$ cat src/sv/rmq_pkg.sv
`timescale 1ns / 1ps

package rmq_pkg;

  typedef enum logic [1:0] {
    CASE_TRACE = 2'd0,
    CASE_X     = 2'd1,
    CASE_Y     = 2'd2,
    CASE_Z     = 2'd3
  } case_e;

  typedef struct packed {
    logic signed [15:0] m00;
    logic signed [15:0] m01;
    logic signed [15:0] m02;
    logic signed [15:0] m10;
    logic signed [15:0] m11;
    logic signed [15:0] m12;
    logic signed [15:0] m20;
    logic signed [15:0] m21;
    logic signed [15:0] m22;
  } in_word_t;

  typedef struct packed {
    logic signed [15:0] qw;
    logic signed [15:0] qx;
    logic signed [15:0] qy;
    logic signed [15:0] qz;
    case_e              case_taken;
    logic               bad_input;
  } out_word_t;

  localparam int unsigned ELEM_W = 16;
  localparam int unsigned NUM_W  = 17;
  localparam int unsigned QBITS  = 15;

endpackage

$ cat src/sv/rmq_isqrt.sv
`timescale 1ns / 1ps

module rmq_isqrt import rmq_pkg::*; #(
  parameter int unsigned NW = 26,
  parameter int unsigned SB = 13,
  parameter int unsigned SW = 8
) (
  input  logic          clk_i,
  input  logic          rst_ni,
  input  logic          en_i,
  input  logic          valid_i,
  input  logic [NW-1:0] rad_i,
  input  logic [SW-1:0] side_i,
  output logic          valid_o,
  output logic [SB-1:0] root_o,
  output logic [SW-1:0] side_o
);

  localparam int unsigned TW = 2 * SB + 1;

  logic [SB-1:0] v_q;
  logic [TW-1:0] rem_q  [SB];
  logic [SB-1:0] root_q [SB];
  logic [SW-1:0] side_q [SB];

  // one result bit per stage, msb first
  for (genvar s = 0; s < SB; s++) begin : g_stage
    localparam int unsigned B = SB - 1 - s;
    logic [TW-1:0] rem_in, trial, rem_d;
    logic [SB-1:0] root_in, root_d;
    logic          v_in;
    logic [SW-1:0] side_in;

    if (s == 0) begin : g_first
      assign rem_in  = TW'(rad_i);
      assign root_in = '0;
      assign v_in    = valid_i;
      assign side_in = side_i;
    end else begin : g_next
      assign rem_in  = rem_q[s-1];
      assign root_in = root_q[s-1];
      assign v_in    = v_q[s-1];
      assign side_in = side_q[s-1];
    end

    always_comb begin
      trial = (TW'(root_in) << (B + 1)) | (TW'(1) << (2 * B));
      if (rem_in >= trial) begin
        rem_d  = rem_in - trial;
        root_d = root_in | (SB'(1) << B);
      end else begin
        rem_d  = rem_in;
        root_d = root_in;
      end
    end

    always_ff @(posedge clk_i or negedge rst_ni) begin
      if (!rst_ni) begin
        v_q[s] <= 1'b0;
      end else if (en_i) begin
        v_q[s] <= v_in;
      end
    end

    always_ff @(posedge clk_i) begin
      if (en_i) begin
        rem_q[s]  <= rem_d;
        root_q[s] <= root_d;
        side_q[s] <= side_in;
      end
    end
  end

  assign valid_o = v_q[SB-1];
  assign root_o  = root_q[SB-1];
  assign side_o  = side_q[SB-1];

endmodule

$ cat config.mk
export PLATFORM = sky130hd
export DESIGN_NAME = rmq_isqrt
export DESIGN_NICKNAME = d
export VERILOG_FILES = /design/src/sv/rmq_pkg.sv /design/src/sv/rmq_isqrt.sv
export SDC_FILE = /design/constraint.sdc
export NUM_CORES = 1
export LEC_CHECK = 0
export BUFFER_PORTS_ARGS = -buffer_cell sky130_fd_sc_hd__buf_2
export CORE_MARGIN = 1.5
export CORE_UTILIZATION = 56
export CTS_CLUSTER_SIZE = 40
export DETAILED_ROUTE_END_ITERATION = 10
export PLACE_DENSITY = 0.76
export SYNTH_ARGS = -nofsm -noshare
export SYNTH_HDL_FRONTEND = slang
export SYNTH_SLANG_ARGS = --single-unit
$ cat constraint.sdc
create_clock -name clk_i -period 2.6 [get_ports clk_i]
set_clock_uncertainty 0.05 [all_clocks]
set_input_delay 0.13 -clock clk_i [delete_from_list [all_inputs] [get_ports clk_i]]
set_output_delay 0.13 -clock clk_i [all_outputs]
set_load 0.01 [all_outputs]
---- Yosys cells after proc, flatten, opt, wreduce, memory -nomap -nowiden ----
Memories as Yosys holds them, arrays and structs flattened.
Index checks and enable logic that the tools add are counted.
word-level totals
  RAM bits ................................ 624
  register bits after elaboration ......... 13
  logic and storage cells ................. 70
  input port bits ......................... 38
  memories kept ........................... 3
  output and inout port bits .............. 22
cells by class
  mux-type cells .......................... 28
  $lt $le $gt $ge ......................... 13
  add/sub/neg operators ................... 13
memories
  name    depth  width  rd ports  clocked after memory_dff  write ports  line             source
  rem_q   13     27     12        0                         13           rmq_isqrt.sv:22  logic [TW-1:0] rem_q [SB];
  root_q  13     13     13        0                         13           rmq_isqrt.sv:23  logic [SB-1:0] root_q [SB];
  side_q  13     8      13        0                         13           rmq_isqrt.sv:24  logic [SW-1:0] side_q [SB];
operators with widths
  cell                    number
  $mux 27                 13
  $ge 27x14->1            1
  $ge 27x15->1            1
  $ge 27x16->1            1
  $ge 27x17->1            1
  $ge 27x18->1            1
  $ge 27x19->1            1
  $ge 27x20->1            1
  $ge 27x21->1            1
  $ge 27x22->1            1
  $ge 27x23->1            1
  $ge 27x24->1            1
  $ge 27x25->1            1
  $sub 26x25->27 const B  1
  $sub 27x14->27          1
  $sub 27x15->27          1
  $sub 27x16->27          1
  $sub 27x17->27          1
  $sub 27x18->27          1
  $sub 27x19->27          1
  $sub 27x20->27          1
  $sub 27x21->27          1
  $sub 27x22->27          1
  $sub 27x23->27          1
  16 further kinds        18

---- Longest topological paths before layout ----
An unclocked memory read counts as a cell.
  depth after elaboration ................. 3
  depth in mapped cells ................... 11
  mapped depth without buffers ............ 9

---- Least setup slack after synthesis ----
No wires, ideal clock.
  path kind ............................... register -> register
  start point ............................. memory rem_q[7][14] in the netlist's numbering
  end point ............................... memory rem_q[8][20] in the netlist's numbering (data pin)
  setup time .............................. 266 ps
  clock period less this slack ............ 2701 ps
  path buffers ............................ 0
  required time ........................... 2284 ps
  path slack .............................. -101 ps
  cell stages (with the launch flop) ...... 9
  arrival ................................. 2385 ps
  path through ............................ edfxtp_1 > ha_1 > and4_1 > o22a_1 > o311ai_0 > nor4b_4 > nand2b_1 > nor3_1 > xor2_1
RTL lines
  what             line
  start, declared  rmq_isqrt.sv:22

==> metrics <==
Synth Cell Area 0.0230 mm²; status complete, but fails checks; CTS tree yes; Pleak 10.9 nW; Final min period 2670 ps; fin nets 2069; crit path cell chain or4_4 -> or4_4 -> a211oi_4 -> o211ai_4 -> buf_6 -> buf_8 -> nor2_1 -> a21oi_1; IO buf count 59; fin cells 2506; crit path kind register to register; most frequent cells in the layout 519 x edfxtp_1, 183 x buf_4, 115 x inv_1; worst skew pair latency 590 ps; 1st-iter DRT viols 691; CORE AREA 0.0406 mm²; vias per cell 5.55; max_slew headroom 63.1%; vias in the first global route 14397; dpl cells 2339; Gate Count Post-Synth 1598; max cap viols 0; post-DP HPWL 28.8 mm; asr flop ratio synth 2.44%; most common flop cell mapped by yosys edfxtp_1; GRT Overall Usage 20.1%; Least-Margin Pin Slew 552 ps; slowest cell delay on critical path 550 ps; most common cell after layout, fill and taps aside edfxtp_1; share of layout cells above drive strength 1 26.0%; Synth warnings 0; Total Wirelength 44.1 mm; slowest stage cell, crit path or4_4; Pre-Repair DR Iteration Count 5; Final period util 103%; DR WL/cell 17.6 µm; worst setup margin -66.7 ps; syn_area_per_cell 14.4 µm²; Unique masters post-synth 66; Util after Layout 70.3%; TritonCTS Buffers 51; Yosys top cell by area edfxtp_1; drt drc 0; CP Launch Type register; WP data arrival 2950 ps; CTS Root Cell clkbuf_16; WP data required 2890 ps; antenna diode count 0; DR vias 13914; CP endpoint kind register; standard-cell row count 74; Synth Register Bits 532; chip height 206 µm; CP Max Fanout 5; top cell type's share of synthesized area 67.7%; Final Wtd Congestion 0.937; largest net degree at the start of global routing 83; RSZ-0062 raised after global routing true; # IOs 60; max-slew violation count 0; die area 0.0423 mm²; final number of setup-violating endpoints 13; Synth Net Count 1736; first-pass GRT wire length 66.5 mm; H-Tree Depth 2; area grow syn2layout 24.2%; Power Dens Cells 774 mW/mm²; clock-pin slew on the worst setup and hold paths 60 ps; crit-path most repeated cell or4_4; total congestion overflow 0; FF-to-FF setup slack -70 ps; clock sink count 532; deepest clock path buffer count 3; Chip Width 206 µm; number of flops mapped to enable cells by yosys 519; DRT antenna net count 0; VDD IR max 561 µV; HP Class primary input to register; final hold vios 0; post-synthesis sequential area ratio 69.2%; DP Worst Slack -213 ps; Synth area leaders edfxtp_1 68%, ha_1 5.4%, xor2_1 2.9%; Initial Util 56.6%; failing checks negative setup slack; Fmax 375 MHz; Fin Hold WS 195 ps; initial antenna violation count 0
## cells by family after synthesis
logic type,Yosys count,synth area share [%]
multiplexers,33,1.58
AND/OR/NAND/NOR,423,9.87
buffers and inverters,136,2.33
AO/OA/AOI/OAI,242,6.61
XOR/XNOR,131,4.99
adder cells (fa/ha/maj),100,5.44
other,1,0.0163
flip-flops,532,69.2
## critical path: cells and delay by family, from the launching register on
family / cells / cell delay [ps]
compound gates: 3 / 500
simple gates: 3 / 1130
flops: 1 / 400
buf+inv: 2 / 330
## Yosys cell counts, drive strengths merged (26+ instances only)
library cell / n
mux2: 26
ha: 100
xnor2: 54
edfxtp: 519
o21ai: 82
nor4: 47
nor2: 89
xor2: 77
nand2: 91
a21oi: 58
nor3: 44
inv: 118
## layout make-up
class	count	area, µm²
well taps	532	666
repair buffers	298	2340
multi-input cells	930	7540
inverters	118	443
flip-flops and latches	532	15900
fillers	2489	12100
clock inverters	33	319
clock buffers	63	1350
## final timing paths
| check | from | endpoint | cells past startpoint |
|---|---|---|---|
| hold / removal | rad_i[5] | rem_q[0][5] | 2 |
| max in group asynchronous | rst_ni | g_stage[9].v_in | 3 |
| min in group asynchronous | rst_ni | g_stage[1].v_in | 3 |
| hold reg to reg | side_q[5][13] | side_q[6][5] | 0 |
| setup / recovery | rem_q[10][19] | rem_q[11][3] | 8 |
| setup reg to reg | rem_q[10][19] | rem_q[11][3] | 8 |
## routing by layer
layer  up-vias  part of all wire (%)  global-route usage (%)  wire, µm
met1      6734                    34                    18.1     15100
met3       133                   3.8                    3.52      1670
met4         0                   5.0                    11.5      2200
li1       6664                     -                       -         -
met2       383                    57                    41.0     25100
met5         -                     0                       0         0
## report_power, final
group	total [mW]	switching [mW]	leakage, nW	internal (mW)
clock network	7.33	3.04	0.830	4.29
logic	3.59	1.84	4.90	1.75
registers	11.2	0.604	5.15	10.6
## metrics by stage
stage                     instance area (µm²)  total power, mW  TNS (ps)
after floorplan                         23000             13.1         0
after global placement                  25200             14.2      -668
after detailed placement                25200             14.4     -3640
after CTS                               27500             21.9     -53.6
after global routing                    28600             23.0     -3800
final                                   28600             22.1      -422
## registers in the layout, indices dropped and copies added, names as in the netlist
| name | cells |
|---|---|
| valid_o | 1 |
| root_q | 91 |
| side_q | 104 |
| rem_q | 324 |
| g_stage.v_in | 12 |
## timing repair
action / in CTS / in global routing
endpoints found under the setup margin: 71 / 106
gates resized for setup: 39 / 153
cloned: 0 / 2
endpoints found under the hold margin: 83 / 0
buffers inserted: 2 / 28
hold buffers: 39 / 0
pin swaps: 8 / 50
No activity file was read; power rests on OpenSTA's default activity.
