$ cat config.mk
export PLATFORM = sky130hd
export DESIGN_NAME = rmq_div_lane
export DESIGN_NICKNAME = d
export VERILOG_FILES = /design/src/sv/rmq_pkg.sv /design/src/sv/rmq_div_lane.sv
export SDC_FILE = /design/constraint.sdc
export NUM_CORES = 1
export LEC_CHECK = 0
export BUFFER_PORTS_ARGS = -buffer_cell sky130_fd_sc_hd__buf_2
export CAP_MARGIN = 0
export CORE_UTILIZATION = 30
export DETAILED_ROUTE_END_ITERATION = 8
export PLACE_DENSITY = 0.52
export SYNTH_ARGS = -nofsm -noshare
export SYNTH_HDL_FRONTEND = slang
export SYNTH_SLANG_ARGS = --single-unit
$ cat constraint.sdc
create_clock -name clk_i -period 6.26 [get_ports clk_i]
set_input_delay 1.252 -clock clk_i [delete_from_list [all_inputs] [get_ports clk_i]]
set_output_delay 1.252 -clock clk_i [all_outputs]
set_load 0.01 [all_outputs]
$ cat src/sv/rmq_pkg.sv
`timescale 1ns / 1ps

package rmq_pkg;

  typedef enum logic [1:0] {
    CASE_TRACE = 2'd0,
    CASE_X     = 2'd1,
    CASE_Y     = 2'd2,
    CASE_Z     = 2'd3
  } case_e;

  typedef struct packed {
    logic signed [15:0] m00;
    logic signed [15:0] m01;
    logic signed [15:0] m02;
    logic signed [15:0] m10;
    logic signed [15:0] m11;
    logic signed [15:0] m12;
    logic signed [15:0] m20;
    logic signed [15:0] m21;
    logic signed [15:0] m22;
  } in_word_t;

  typedef struct packed {
    logic signed [15:0] qw;
    logic signed [15:0] qx;
    logic signed [15:0] qy;
    logic signed [15:0] qz;
    case_e              case_taken;
    logic               bad_input;
  } out_word_t;

  localparam int unsigned ELEM_W = 16;
  localparam int unsigned NUM_W  = 17;
  localparam int unsigned QBITS  = 15;

endpackage

$ cat src/sv/rmq_div_lane.sv
`timescale 1ns / 1ps

module rmq_div_lane import rmq_pkg::*; #(
  parameter int unsigned F  = 14,
  parameter int unsigned SB = 13,
  parameter int unsigned DW = 32
) (
  input  logic                    clk_i,
  input  logic                    en_i,
  input  logic signed [NUM_W-1:0] num_i,
  input  logic        [SB-1:0]    root_i,
  output logic signed [15:0]      q_o
);

  localparam int unsigned NS = QBITS + 1;

  logic [DW-1:0]    rem_q [NS];
  logic [DW-1:0]    den_q [NS];
  logic [QBITS-1:0] quo_q [NS];
  logic [NS-1:0]    neg_q;
  logic [NS-1:0]    sat_q;

  logic [NUM_W-1:0] mag;
  logic [DW-1:0]    n0, d0;

  // numerator scaled, plus root for round to nearest
  always_comb begin
    mag = num_i[NUM_W-1] ? NUM_W'(-num_i) : NUM_W'(num_i);
    n0  = (DW'(mag) << F) + DW'(root_i);
    d0  = DW'(root_i) << 1;
  end

  always_ff @(posedge clk_i) begin
    if (en_i) begin
      rem_q[0] <= n0;
      den_q[0] <= d0;
      quo_q[0] <= '0;
      neg_q[0] <= num_i[NUM_W-1];
      sat_q[0] <= n0 >= (d0 << QBITS);
    end
  end

  for (genvar k = 1; k < NS; k++) begin : g_step
    localparam int unsigned J = QBITS - k;
    logic [DW-1:0] sub;
    assign sub = den_q[k-1] << J;

    always_ff @(posedge clk_i) begin
      if (en_i) begin
        den_q[k] <= den_q[k-1];
        neg_q[k] <= neg_q[k-1];
        sat_q[k] <= sat_q[k-1];
        if (!sat_q[k-1] && rem_q[k-1] >= sub) begin
          rem_q[k] <= rem_q[k-1] - sub;
          quo_q[k] <= quo_q[k-1] | (QBITS'(1) << J);
        end else begin
          rem_q[k] <= rem_q[k-1];
          quo_q[k] <= quo_q[k-1];
        end
      end
    end
  end

  always_comb begin
    if (sat_q[NS-1]) begin
      q_o = neg_q[NS-1] ? 16'sh8000 : 16'sh7fff;
    end else if (neg_q[NS-1]) begin
      q_o = -$signed({1'b0, quo_q[NS-1]});
    end else begin
      q_o = $signed({1'b0, quo_q[NS-1]});
    end
  end

endmodule

Word level (Yosys, flattened, before mapping)
Memory sizes are Yosys's and may differ from the RTL's.
Cells that the tools add are included.
{ "op_classes": {"addsub": 18, "magnitude_cmp": 16, "n_mux": 126, "n_bitwise": 30, "reduce_logical": 30} }
{ "ops": {"columns": ["op", "count"], "rows": [
  ["32-bit >= comparator", 15],
  ["32-bit two-way mux", 15],
  ["32-bit subtractor", 15],
  ["15-bit two-way mux", 15],
  ["1-bit two-way mux", 92],
  ["16-bit two-way mux", 3],
  ["31-bit by 13-bit adder with 32-bit output", 1],
  ["32-bit by 29-bit >= comparator with 1-bit output", 1],
  ["1-bit OR", 30],
  ["17-bit two-way mux", 1],
  ["17-bit negation", 1],
  ["15-bit negation with 16-bit output", 1],
  ["1-bit logical AND", 15],
  ["1-bit zero test", 15]
]} }
{ "word_totals": {"ff_bits": 32, "ram_bits": 1264, "inputBits": 32, "output_inout_bits": 16, "word_cells": 255, "mem_count": 3} }
{ "memory_table": {"columns": ["memory", "depth", "width", "read_ports", "rd_clocked_by_memory_dff", "wr", "line", "rtl"], "rows": [
  ["den_q", 16, 32, 15, 0, 16, "rmq_div_lane.sv:18", "logic [DW-1:0] den_q [NS];"],
  ["rem_q", 16, 32, 15, 0, 16, "rmq_div_lane.sv:17", "logic [DW-1:0] rem_q [NS];"],
  ["quo_q", 16, 15, 16, 0, 16, "rmq_div_lane.sv:19", "logic [QBITS-1:0] quo_q [NS];"]
]} }

Longest topological paths before layout
Gate-level depths: netlist of run 1.
An unclocked memory read counts as a cell.
{ "logic_depth": {"word_depth": 7, "mapped_depth": 14, "depth_no_buf": 14} }

Worst setup path before layout of run 1
Ideal clock, no wire load.
{ "synth_timing": {"kind": "input to register", "start": "in num_i[4]", "end": "reg sat_q[0], data pin", "setup_ps": 272, "arrival_time_ps": 3869, "required_ps": 5988, "slack_ps": 2119, "cell_stages": 13, "path_buffers": 0, "path_cell_list": "nor4_2 -> nand2_1 -> or4_1 -> or4_1 -> nand2_1 -> xnor2_1 -> ha_1 -> nor2b_1 -> o21ai_0 -> o41ai_1 -> o21ai_0 -> o31ai_1 -> or4_1"} }
{ "synth_via": {"elab_chain_len": 4} }
{ "synth_lines": {"columns": ["item", "line", "rtl"], "rows": [
  ["start, declared", "rmq_div_lane.sv:10", "input logic signed [NUM_W-1:0] num_i,"],
  ["17-bit negation", "rmq_div_lane.sv:28", "mag = num_i[NUM_W-1] ? NUM_W'(-num_i) : NUM_W'(num_i);"],
  ["17-bit two-way mux", "rmq_div_lane.sv:28", null],
  ["named net mag[12]", "rmq_div_lane.sv:23", "logic [NUM_W-1:0] mag;"],
  ["31-bit by 13-bit adder with 32-bit output", "rmq_div_lane.sv:29", "n0 = (DW'(mag) << F) + DW'(root_i);"],
  ["32-bit by 29-bit >= comparator with 1-bit output", "rmq_div_lane.sv:39", "sat_q[0] <= n0 >= (d0 << QBITS);"],
  ["end signal, assigned", "rmq_div_lane.sv:39", null],
  ["end, declared", "rmq_div_lane.sv:21", "logic [NS-1:0] sat_q;"]
]} }
The timed path passes the listed nets, and every way through them passes these cells.
A chain may end at the register's enable or synchronous reset.

==> metrics.md, run 1 <==
| Metric | Value |
|---|---|
| Buffers plus inverters on the worst setup path | 1 |
| Total number of vias | 24.5k |
| Slowest cell delay on critical path | around 480 ps |
| CTS Root Cell | sky130_fd_sc_hd__clkbuf_16 |
| Post-Synthesis Cells | ~3.3k |
| Pre-CTS setup slack | ~1700 ps |
| Main area contributors after synthesis | sky130_fd_sc_hd__edfxtp_1 (60%), sky130_fd_sc_hd__ha_1 (6.4%), sky130_fd_sc_hd__xnor2_1 (3.1%), sky130_fd_sc_hd__xor2_1 (3.0%), sky130_fd_sc_hd__inv_1 (2.5%) |
| Mean Syn Cell Area | 12.3 µm² |
| Setup clock skew after layout | ~40 ps |
| Height of the chip | roughly 370 µm |
| TritonCTS clock tree | done |
| Top fanout value on the critical path | 4 |
| Number of DRC violations after detailed routing | 0 |
| Pre-Repair DR Iteration Count | 5 |
| All-layer global routing usage | ~11% |
| Detailed placer's ending HPWL | 56.5 mm |
| Cell Chain, Critical Path | or3_1 -> or3_1 -> nor4_1 -> nand2_1 -> o31ai_1 -> xor2_1 -> buf_2 |
| Final hold slack | between 400 and 500 ps |
| Total length of routed wires | around 77 mm |
| MaxCap Viol Count | 0 |
| Max clock buf depth | 3 |
| Number of enable flip-flop cells after synthesis | roughly 800 |
| Simple-gate share of the synthesized area | 12.4% |
| Average detailed-routed wire length per instance | around 15 µm |
| Hold Path Origin | quo_q[0][114] |
| Sort of element at the end of the critical path | primary output |
| Share of the yosys chip area belonging to registers | 59.9% |
| Most repeated library cell on the critical path | sky130_fd_sc_hd__or3_1 |
| Number of global-route vias before repair | 25.2k |
| Distinct cell type count of the synthesized netlist | 90 |
| Worst Tran Pin Value | roughly 1300 ps |
| Kind of cell adding the most delay to the critical path | simple AND/OR/NAND/NOR gates |
| Depth of the critical timing path with buffers and inverters included | 7 |
| Reg-to-reg critical path endpoint | rem_q[0][251] |
| #FFs+latches synth | 810 |
| Fraction of final layout cells sized beyond drive strength 1 | under 10% |
| Die Footprint | roughly 140000 µm² |
| Minimum setup slack among reg-to-reg paths | between 2000 and 2500 ps |
| Final period utilization | about 69% |
| Initial antenna violation count | 0 |
| Count of final setup violators | 0 |
| Leading register cell type out of synthesis | sky130_fd_sc_hd__edfxtp_1 |
| DRT antenna net count | 0 |
| Overflow left after global routing | 0 |
| Min cycle time layout | 4330 ps |
| Global-route wire length before repair | ~120 mm |
| Fraction of synthesis flops using an asynchronous set or reset pin | 0% |
| Fmax | roughly 0.23 GHz |
| Post-synthesis cell type with the largest combined area | sky130_fd_sc_hd__edfxtp_1 |
| Weighted congestion at the end of routability-driven global placement | between 0.8 and 0.9 |
| Number of clock buffers inserted by TritonCTS | 85 |
| Number of nets in the layout | 3626 |
| Setup slack of the critical path after layout | about 1900 ps |
| Total of warnings raised by yosys | 0 |
| Number of diodes added for antenna fixing | 0 |
| CTS-repair resized insts | 0 |
| Clock Sink Count | between 800 and 900 |
| Slowest CP cell | sky130_fd_sc_hd__edfxtp_1 |
| Worst-skew pair later-pin latency | around 650 ps |
| Origin of the critical flop-to-flop path | rem_q[0][207] |
| Syn-to-layout area delta | 12.5% |
| Number of cell instances on the worst register-to-register path | 9 |
| Number of levels in the clock H-tree | 3 |
| X dimension of the die | 370 µm |
| Post-CTS setup buffer count | 0 |
| Maximum number of pins on one net before global-route repair | 186 |
| Hold WC Path Type | reg -> reg |
| Leakage dissipation | 16.8 nW |
| Run status | finished clean |
| Hold path endpoint | quo_q[1][9] |
| Mapped Nets | 3553 |
| Post-Synth XOR/XNOR Area | 6.06% |
| IR Drop Worst-Case VDD | between 0.0002 and 0.00025 V |
| RSZ-0062 raised after global routing | false |
| Critical Path AT | slightly above 3000 ps |
| Total negative setup slack | 0 ps |
| Area of the core region | around 130000 µm² |
| Hold Vio Cnt, Final | 0 |
| I/O Pins | 48 |
| Dominant combinational cell family by area after synthesis | simple AND/OR/NAND/NOR gates |
| Max-slew violation count | 0 |
| Hold depth | 0 |
| Post-synthesis instance area | a little over 40000 µm² |
| Startpoint type of the worst setup path | flip-flop |
| Number of buffers added on ports | 47 |
| Clock input transition at the sequential cells of the worst setup and hold paths | roughly 60 ps |
| Area share of the largest cell type after synthesis | roughly 60% |
| # rows | between 100 and 150 |
| Adder-cell area share of the yosys netlist | under 10% |
| Fraction of synthesized area in multiplexers | around 1.2% |
| Crit Path Class | reg -> out |
| Power density over the cells | approximately 350 nW/µm² |
| Combined area of the multi-input logic cells | 15000 µm² |
| Number of hold buffers added after cts | 0 |
| Number of design-rule violations left by the first detailed-router iteration | roughly 950 |
| Compound-cell area share of the yosys netlist | approximately 9.9% |
| Fill cell total of the finished layout | around 13k |
| Total Power Consumption | between 15 and 20 mW |
| CP Data Required Time | roughly 5000 ps |
| Register cell area after layout | 24300 µm² |
| Slew margin rel. | ~15% |
| Via density per instance | around 4.7 |
| Starting utilization of the core area | between 30% and 40% |
## routing by layer
metal / vias to the layer above / part of all wire, % / GRT usage, % / wire [µm]
met5: - / 0 / 0 / 0
met4: 0 / 5.2 / 6.02 / 4000
met3: 206 / 2.7 / 1.76 / 2060
met2: 338 / 54 / 22.0 / 41200
met1: 11519 / 38 / 10.8 / 29500
li1: 12437 / - / - / -
## state kept, by name (all words and copies together) (netlist names)
name / cells
quo_q: 120
den_q: 182
neg_q: 16
rem_q: 476
sat_q: 16
## kinds of logic after synthesis
logic type | count (synthesis)
buffers and inverters | 356
adder cells (fa/ha/maj) | 223
XOR/XNOR | 281
flip-flops | 810
multiplexers | 45
AND/OR/NAND/NOR | 940
AO/OA/AOI/OAI | 643
## power by group
part	switching, mW	internal, mW	leakage, nW
logic	2.10	1.62	7.58
registers	0.488	6.98	7.91
clock network	2.07	2.88	1.33
## worst max-delay path by stage
stage / start / end / slack (ps)
6_report: quo_q[1][105] / q_o[13] / 1930
2_1_floorplan: num_i[4] / sat_q[0] / 2120
5_1_grt: quo_q[1][105] / q_o[13] / 1580
3_3_place_gp: num_i[4] / sat_q[0] / 1590
4_1_cts: quo_q[1][105] / q_o[13] / 1810
3_5_place_dp: num_i[4] / sat_q[0] / 1650
## cell usage in the layout (no fill, tap or decap), types with 10 or more instances in the layout
cell,instances
sky130_fd_sc_hd__a21oi_1,177
sky130_fd_sc_hd__xnor2_1,144
sky130_fd_sc_hd__or3_1,37
sky130_fd_sc_hd__o21ai_0,187
sky130_fd_sc_hd__clkbuf_16,87
sky130_fd_sc_hd__o31a_1,14
sky130_fd_sc_hd__ha_1,209
sky130_fd_sc_hd__and2_1,19
sky130_fd_sc_hd__o31ai_1,28
sky130_fd_sc_hd__nor3_1,87
sky130_fd_sc_hd__clkinv_1,20
sky130_fd_sc_hd__buf_2,46
sky130_fd_sc_hd__a211oi_1,22
sky130_fd_sc_hd__clkinv_2,15
sky130_fd_sc_hd__nand2_1,206
sky130_fd_sc_hd__o211ai_1,12
sky130_fd_sc_hd__nor4_1,63
sky130_fd_sc_hd__edfxtp_1,810
sky130_fd_sc_hd__nand4b_1,23
sky130_fd_sc_hd__clkbuf_1,16
sky130_fd_sc_hd__mux2_2,39
sky130_fd_sc_hd__nor2b_1,39
sky130_fd_sc_hd__a21boi_0,13
sky130_fd_sc_hd__fa_1,14
sky130_fd_sc_hd__nand3_1,56
sky130_fd_sc_hd__or2_2,19
sky130_fd_sc_hd__a31oi_1,16
sky130_fd_sc_hd__nor4b_1,17
sky130_fd_sc_hd__or4_1,28
sky130_fd_sc_hd__inv_1,275
sky130_fd_sc_hd__nor3b_1,16
sky130_fd_sc_hd__xor2_1,137
sky130_fd_sc_hd__nor2_1,177
sky130_fd_sc_hd__buf_4,14
sky130_fd_sc_hd__o21a_1,34
sky130_fd_sc_hd__nand4_1,38
sky130_fd_sc_hd__o22ai_1,10
sky130_fd_sc_hd__a21o_1,44
sky130_fd_sc_hd__nand2b_1,45
sky130_fd_sc_hd__and3_1,23
## cell usage after synthesis, types with 9 or more instances
cell type                   number
sky130_fd_sc_hd__edfxtp_1      810
sky130_fd_sc_hd__inv_1         275
sky130_fd_sc_hd__ha_1          209
sky130_fd_sc_hd__nand2_1       206
sky130_fd_sc_hd__o21ai_0       187
sky130_fd_sc_hd__a21oi_1       178
sky130_fd_sc_hd__nor2_1        177
sky130_fd_sc_hd__xnor2_1       144
sky130_fd_sc_hd__xor2_1        137
sky130_fd_sc_hd__nor3_1         87
sky130_fd_sc_hd__nor4_1         63
sky130_fd_sc_hd__clkbuf_1       61
sky130_fd_sc_hd__nand3_1        56
sky130_fd_sc_hd__nand2b_1       45
sky130_fd_sc_hd__a21o_1         44
sky130_fd_sc_hd__mux2_2         39
sky130_fd_sc_hd__nor2b_1        39
sky130_fd_sc_hd__nand4_1        38
sky130_fd_sc_hd__or3_1          37
sky130_fd_sc_hd__o21a_1         34
sky130_fd_sc_hd__o31ai_1        29
sky130_fd_sc_hd__or4_1          28
sky130_fd_sc_hd__and3_1         23
sky130_fd_sc_hd__nand4b_1       23
sky130_fd_sc_hd__a211oi_1       22
sky130_fd_sc_hd__and2_1         19
sky130_fd_sc_hd__or2_2          19
sky130_fd_sc_hd__nor4b_1        17
sky130_fd_sc_hd__a31oi_1        16
sky130_fd_sc_hd__nor3b_1        16
sky130_fd_sc_hd__buf_2          15
sky130_fd_sc_hd__fa_1           14
sky130_fd_sc_hd__o31a_1         14
sky130_fd_sc_hd__a21boi_0       13
sky130_fd_sc_hd__o211ai_1       12
sky130_fd_sc_hd__o22ai_1        11
sky130_fd_sc_hd__and4_1          9
sky130_fd_sc_hd__o2111ai_1       9
## stage by stage
step	area [µm²]	util [%]	std cells
after floorplan	40600	-	3298
after global placement	43000	32.1	5052
after detailed placement	43000	32.1	5052
after CTS	45700	34.1	5208
after global routing	45700	34.1	5208
final	45700	34.1	5208
## cell type report
class	instances	share of cell area, %
Timing Repair Buffer	65	0.941
Multi-Input combinational cell	2132	32.8
Clock buffer	103	4.89
Inverter	277	2.27
Sequential cell	810	53.2
Tap cell	1768	4.84
Clock inverter	53	1.09
No activity file was read; power rests on OpenSTA's default activity.
==> inputs of run 2 (changes only) <==
clock period = 4.5 ns   (was 6.26 ns; I/O delays follow)
==> metrics.md, run 2 (synthesis gave the netlist of run 1 again) <==
| Metric | Value |
|---|---|
| Worst Tran Pin Value | between 1000 and 1500 ps |
| X dimension of the die | around 370 µm |
| Final standard cell utilization of the core | between 30% and 40% |
| Most common library cell in the layout ignoring fill and taps | sky130_fd_sc_hd__edfxtp_1 |
| DRT antenna net count | 0 |
| Detailed placer's ending HPWL | approximately 58 mm |
| Weighted congestion at the end of routability-driven global placement | 0.847 |
| Cell Chain, Critical Path | inv_1 -> ha_1 -> nand2_1 -> nor3_1 -> nor3b_1 -> nand2_1 -> o21ai_0 -> xor2_1 -> buf_2 |
| Total length of routed wires | 78.5 mm |
| Standard cell area after detailed placement | around 43000 µm² |
| TritonCTS clock tree | done |
| Average detailed-routed wire length per instance | 15.0 µm |
| Starting utilization of the core area | a little under a third |
| Hold Path Origin | quo_q[0][44] |
| Critical Path AT | about 3000 ps |
| Sort of element at the end of the critical path | primary output |
| Number of diodes added for antenna fixing | 0 |
| Initial antenna violation count | 0 |
| Number of global-route vias before repair | 25.5k |
| MaxCap Viol Count | 0 |
| Final non-filler cell area | approximately 46000 µm² |
| Crit Path Class | reg -> out |
| Most repeated library cell on the critical path | sky130_fd_sc_hd__nand2_1 |
| I/O Pins | 48 |
| Most used cells in the layout excluding fill and tap cells | sky130_fd_sc_hd__edfxtp_1 (810), sky130_fd_sc_hd__inv_1 (275), sky130_fd_sc_hd__ha_1 (209), sky130_fd_sc_hd__nand2_1 (206), sky130_fd_sc_hd__o21ai_0 (187) |
| Power density over the cells | between 400 and 500 nW/µm² |
| Count of final setup violators | 0 |
| Setup clock skew after layout | 35.4 ps |
| Hold WC Path Type | reg -> reg |
| Cell Count Post-Placement | 5067 |
| Clock input transition at the sequential cells of the worst setup and hold paths | about 50 ps |
| Startpoint type of the worst setup path | flip-flop |
| Filler-free cell count of the finished design | 5226 |
| Number of design-rule violations left by the first detailed-router iteration | approximately 1.0k |
| Pre-CTS setup slack | 236 ps |
| All-layer global routing usage | between 10% and 20% |
| Clock Sink Count | a little over 800 |
| Origin of the critical flop-to-flop path | rem_q[0][207] |
| Via density per instance | approximately 4.7 |
| Top flop regs | rem_q: 476 flops, den_q: 182 flops, quo_q: 120 flops |
| Max-slew violation count | 0 |
| Final period utilization | 87.2% |
| Area of the core region | 134000 µm² |
| Number of DRC violations after detailed routing | 0 |
| Number of nets in the layout | approximately 3.6k |
| Number of clock buffers inserted by TritonCTS | 88 |
| Number of levels in the clock H-tree | 3 |
| Total number of vias | 24.8k |
| # rows | 134 |
| Max clock buf depth | 3 |
| Die Footprint | 137000 µm² |
| Pre-Repair DR Iteration Count | 5 |
| Register containing the most flip-flops in the final layout | rem_q |
| Hold Vio Cnt, Final | 0 |
| RSZ-0062 raised after global routing | false |
| Maximum number of pins on one net before global-route repair | between 150 and 200 |
| Global-route wire length before repair | approximately 130 mm |
| Height of the chip | 370 µm |
| Syn-to-layout area delta | 13.1% |
| Run status | finished clean |
| CP Data Required Time | approximately 3600 ps |
| Fill cell total of the finished layout | between 10k and 15k |
| IR Drop Worst-Case VDD | between 0.0002 and 0.0003 V |
| Number of buffers added on ports | 47 |
| Overflow left after global routing | 0 |
| Top fanout value on the critical path | 5 |
| Slew margin rel. | slightly above 30% |
| Slowest cell delay on critical path | 550 ps |
| Number of hold buffers added after cts | 0 |
| Total negative setup slack | 0 ps |
| Fmax | ~0.25 GHz |
| Slowest CP cell | sky130_fd_sc_hd__nor3b_1 |
| Setup slack of the critical path after layout | slightly below 600 ps |
| Worst-skew pair later-pin latency | about 670 ps |
| CTS Root Cell | sky130_fd_sc_hd__clkbuf_16 |
| Min cycle time layout | a little under 4000 ps |
| Max reg flops | between 400 and 500 |
| Leakage dissipation | 17.0 nW |
| CTS-repair resized insts | 0 |
| CP startpoint | quo_q[1][105] |
| Post-CTS setup buffer count | 0 |
| Fraction of final layout cells sized beyond drive strength 1 | between 8 and 9% |
[run 2: changes by cell type in the layout (fill, tap and decap cells not counted), moves of 2 or more]
cell                         change
sky130_fd_sc_hd__buf_4          +17
sky130_fd_sc_hd__clkinvlp_4      -3
sky130_fd_sc_hd__clkbuf_16       +3
sky130_fd_sc_hd__clkinv_8        +2
sky130_fd_sc_hd__buf_12          -2
sky130_fd_sc_hd__bufinv_16       +3
[run 2: worst max-delay path: cells and delay by family, from the launching register on]
kind	cells	cell delay (ps)
AND/OR/NAND/NOR	4	1060
flip-flops	1	440
buffers and inverters	2	250
AO/OA/AOI/OAI	1	230
adder cells (fa/ha/maj)	1	210
XOR/XNOR	1	160
[run 2: final cells by class]
| cell class | instances | area (µm²) | share of cell area, % |
|---|---|---|---|
| Multi-Input combinational cell | 2132 | 15000 | 32.6 |
| Clock inverter | 53 | 589 | 1.28 |
| Clock buffer | 106 | 2310 | 5.03 |
| Sequential cell | 810 | 24300 | 52.9 |
| Timing Repair Buffer | 80 | 518 | 1.13 |
| Inverter | 277 | 1040 | 2.26 |
| Tap cell | 1768 | 2210 | 4.81 |
[run 2: metal layers]
layer,vias up,global-route usage [%],part of all wire (%)
met5,-,0,0
met2,428,22.3,53
li1,12471,-,-
met1,11658,11.4,39
met3,205,2.16,3.3
met4,0,5.63,4.7
[run 2: worst paths after layout]
path	to	slack, ps	depth (start not counted)
worst max-delay path	q_o[14]	580	9
worst min-delay path	quo_q[0][59]	410	0
worst max register to register	rem_q[0][242]	810	8
worst min register to register	quo_q[0][59]	410	0
[run 2: metrics by stage]
stage	power [mW]	hold WS, ps
final	22.9	408
after global routing	24.1	396
after CTS	23.1	383
after detailed placement	15.8	405
after global placement	15.7	402
after floorplan	14.4	400
[run 2: where the power goes]
part / switching (mW) / internal [mW]
clock network: 2.94 / 4.29
logic: 2.96 / 2.27
registers: 0.685 / 9.71
==> inputs of run 3 (changes only) <==
ABC_AREA = 1   (was default)
==> metrics.md, run 3 <==
| Metric | Value |
|---|---|
| Number of global-route vias before repair | 35.4k |
| Post-synthesis cell type with the largest combined area | sky130_fd_sc_hd__edfxtp_1 |
| Total number of vias | ~37k |
| Number of enable flip-flop cells after synthesis | 810 |
| Top flop regs | rem_q: 476 flops, den_q: 182 flops, quo_q: 120 flops |
| Overflow left after global routing | 0 |
| Clock Sink Count | 810 |
| Final period utilization | around 76% |
| Post-CTS setup buffer count | 0 |
| Clock group share of total power | 30.4% |
| Number of nets in the layout | between 6k and 7k |
| Total Power Consumption | between 20 and 30 mW |
| Crit Path Class | reg -> reg |
| Register containing the most flip-flops in the final layout | rem_q |
| Die Footprint | approximately 160000 µm² |
| Worst-skew pair later-pin latency | 710 ps |
| Height of the chip | about 400 µm |
| Syn-to-layout area delta | 11.6% |
| Number of diodes added for antenna fixing | 0 |
| Most heavily used metal layer in global routing | met2 |
| Hold WC Path Type | in -> reg |
| CTS-repair resized insts | 0 |
| Cell Count Post-Placement | just under 8k |
| Most repeated library cell on the critical path | sky130_fd_sc_hd__nand2_1 |
| CTS Root Cell | sky130_fd_sc_hd__clkbuf_16 |
| All-layer global routing usage | around 16% |
| Met2 Use GR | between 20% and 30% |
| Max-slew violation count | 0 |
| Buffers plus inverters on the worst setup path | 2 |
| RSZ-0062 raised after global routing | false |
| Post-synthesis instance area | between 40000 and 50000 µm² |
| I/O Pins | 48 |
| Fmax | approximately 0.3 GHz |
| Min cycle time layout | between 3000 and 4000 ps |
| GRT met1 Usage | between 20% and 30% |
| Count of final setup violators | 0 |
| Maximum number of pins on one net before global-route repair | approximately 110 |
| Weighted congestion at the end of routability-driven global placement | 0.915 |
| Pre-Repair DR Iteration Count | 6 |
| # rows | around 150 |
| TritonCTS clock tree | done |
| Worst Tran Pin Value | between 1000 and 1500 ps |
| Switching portion of total power | between 30% and 40% |
| Most common library cell in the layout ignoring fill and taps | sky130_fd_sc_hd__nand2_1 |
| Post-Synthesis Cells | about 5.7k |
| Number of buffers added on ports | 47 |
| Clock input transition at the sequential cells of the worst setup and hold paths | 60 ps |
| Kind of cell adding the most delay to the critical path | simple AND/OR/NAND/NOR gates |
| Global-route wire length before repair | between 200 and 250 mm |
| Main area contributors after synthesis | sky130_fd_sc_hd__edfxtp_1 (51%), sky130_fd_sc_hd__nand2_1 (15%), sky130_fd_sc_hd__nand3_1 (6.3%), sky130_fd_sc_hd__inv_1 (6.0%), sky130_fd_sc_hd__ha_1 (5.4%) |
| Startpoint type of the worst setup path | flip-flop |
| Slowest CP cell | sky130_fd_sc_hd__nand2_2 |
| Filler-free cell count of the finished design | 7932 |
| Top fanout value on the critical path | 31 |
| Leading register cell type out of synthesis | sky130_fd_sc_hd__edfxtp_1 |
| Cell internal pwr | 16.4 mW |
| Post-synth top cells | sky130_fd_sc_hd__nand2_1 (1954), sky130_fd_sc_hd__edfxtp_1 (810), sky130_fd_sc_hd__inv_1 (768) |
| Max reg flops | between 400 and 500 |
| Slew margin rel. | 22.2% |
| Detailed placer's ending HPWL | slightly below 100 mm |
| Number of clock buffers inserted by TritonCTS | 93 |
| Total length of routed wires | approximately 130 mm |
| Library cell with the highest instance count after synthesis | sky130_fd_sc_hd__nand2_1 |
| Number of design-rule violations left by the first detailed-router iteration | roughly 3.3k |
| Via density per instance | ~4.7 |
| Area share of the largest cell type after synthesis | between 50% and 60% |
| Sort of element at the end of the critical path | flip-flop |
| Fraction of met3 tracks used by global routing | under 10% |
| Mean Syn Cell Area | ~8.4 µm² |
| Combined area of the multi-input logic cells | approximately 20000 µm² |
| Switching power total | around 9 mW |
| Number of levels in the clock H-tree | 3 |
| Area of the core region | about 160000 µm² |
| Hold Vio Cnt, Final | 0 |
| #FFs+latches synth | a little over 800 |
| Starting utilization of the core area | 30.3% |
| Combinational fraction of design power | 28.3% |
| Number of DRC violations after detailed routing | 0 |
| MaxCap Viol Count | 0 |
| Fraction of synthesis flops using an asynchronous set or reset pin | 0% |
| Initial antenna violation count | 2 |
| Setup clock skew after layout | 56.9 ps |
| Share of the yosys chip area belonging to registers | between 50% and 60% |
| Number of hold buffers added after cts | 0 |
| Register cell area after layout | between 20000 and 25000 µm² |
| Fill cell total of the finished layout | approximately 16k |
| Power density over the cells | ~470 nW/µm² |
| IR Drop Worst-Case VDD | 0.000286 V |
| Mapped Nets | 5983 |
| Max clock buf depth | 3 |
| Minimum setup slack among reg-to-reg paths | 1070 ps |
| Total negative setup slack | 0 ps |
| DRT antenna net count | 0 |
| Average detailed-routed wire length per instance | approximately 16 µm |
| Fraction of final layout cells sized beyond drive strength 1 | under 10% |
| Cell Chain, Critical Path | inv_1 -> ha_1 -> fa_1 -> inv_1 -> nand2_1 -> nand2_1 -> nand2_1 -> nand2_1 -> a21oi_2 -> nand2_1 -> nand2_2 -> nand2_2 -> nand2_1 -> nand2_1 |
| Total of warnings raised by yosys | 0 |
| Leakage dissipation | roughly 24 nW |
| Run status | finished clean |
| Distinct cell type count of the synthesized netlist | 45 |
| CP Data Required Time | roughly 5000 ps |
| Critical Path AT | a little under 4000 ps |
| Slowest cell delay on critical path | 570 ps |
| Reg power frac | 41.2% |
| Most used cells in the layout excluding fill and tap cells | sky130_fd_sc_hd__nand2_1 (1954), sky130_fd_sc_hd__edfxtp_1 (810), sky130_fd_sc_hd__inv_1 (768), sky130_fd_sc_hd__nand3_1 (605), sky130_fd_sc_hd__nor2_1 (507) |
| X dimension of the die | roughly 400 µm |
| Final standard cell utilization of the core | approximately 34% |
run 3: changes by cell type after synthesis, sizes merged, moves of 45 or more:
cell    previous run  this run
nand4             38        94
nand2            207      1989
o21ai            190        54
buf               18        79
nand2b            45         0
nor4              66        13
inv              276       781
nor2             177       525
nand3             56       621
xnor2            144        61
run 3: metrics by stage:
step,hold WS (ps),worst slack (ps),instance area (µm²)
floorplan,400,1680,48100
global placement,402,1140,50600
detailed placement,405,1110,50600
CTS,319,1020,53700
global route,345,737,53700
finish,384,1070,53700
run 3: cell type report:
cell class / instances / area share (%)
sequential: 810 / 45.3
multi-input combinational: 4021 / 37.5
inverter: 782 / 5.47
tap: 2072 / 4.83
clock buffer: 107 / 4.43
clock inverter: 65 / 1.28
timing repair buffer: 75 / 1.15
run 3: logic make-up after synthesis:
| group | Yosys count | share of synthesized area, % |
|---|---|---|
| adders and majority gates | 223 | 6.02 |
| DFF | 810 | 50.6 |
| buffers and inverters | 897 | 7.55 |
| xor gates and xnor gates | 190 | 3.46 |
| and+or+nand+nor | 3356 | 29.5 |
| AOI/OAI and AO/OA | 252 | 2.93 |
run 3: path summary, 6_finish.rpt:
kind,cells past startpoint,from,endpoint
worst max-delay path,14,rem_q[1][162],rem_q[1][219]
worst min-delay path,1,num_i[0],rem_q[0][14]
worst max register to register,14,rem_q[1][162],rem_q[1][219]
worst min register to register,0,neg_q[12],neg_q[13]
run 3: power groups by stage:
stage	combinational [mW]	clock (mW)	sequential [mW]
global route	8.15	8.18	10.5
floorplan	5.35	0	10.2
detailed placement	7.05	0	10.6
finish	7.15	7.68	10.4
CTS	7.08	7.92	10.4
global placement	7.02	0	10.6
run 3: routing by layer:
| layer | share of wire [%] | wire length, µm | up-vias |
|---|---|---|---|
| met4 | 2.2 | 2870 | 0 |
| met3 | 5.6 | 7160 | 168 |
| met1 | 48 | 61800 | 17421 |
| li1 | - | - | 18857 |
| met5 | 0 | 0 | - |
| met2 | 44 | 57100 | 876 |
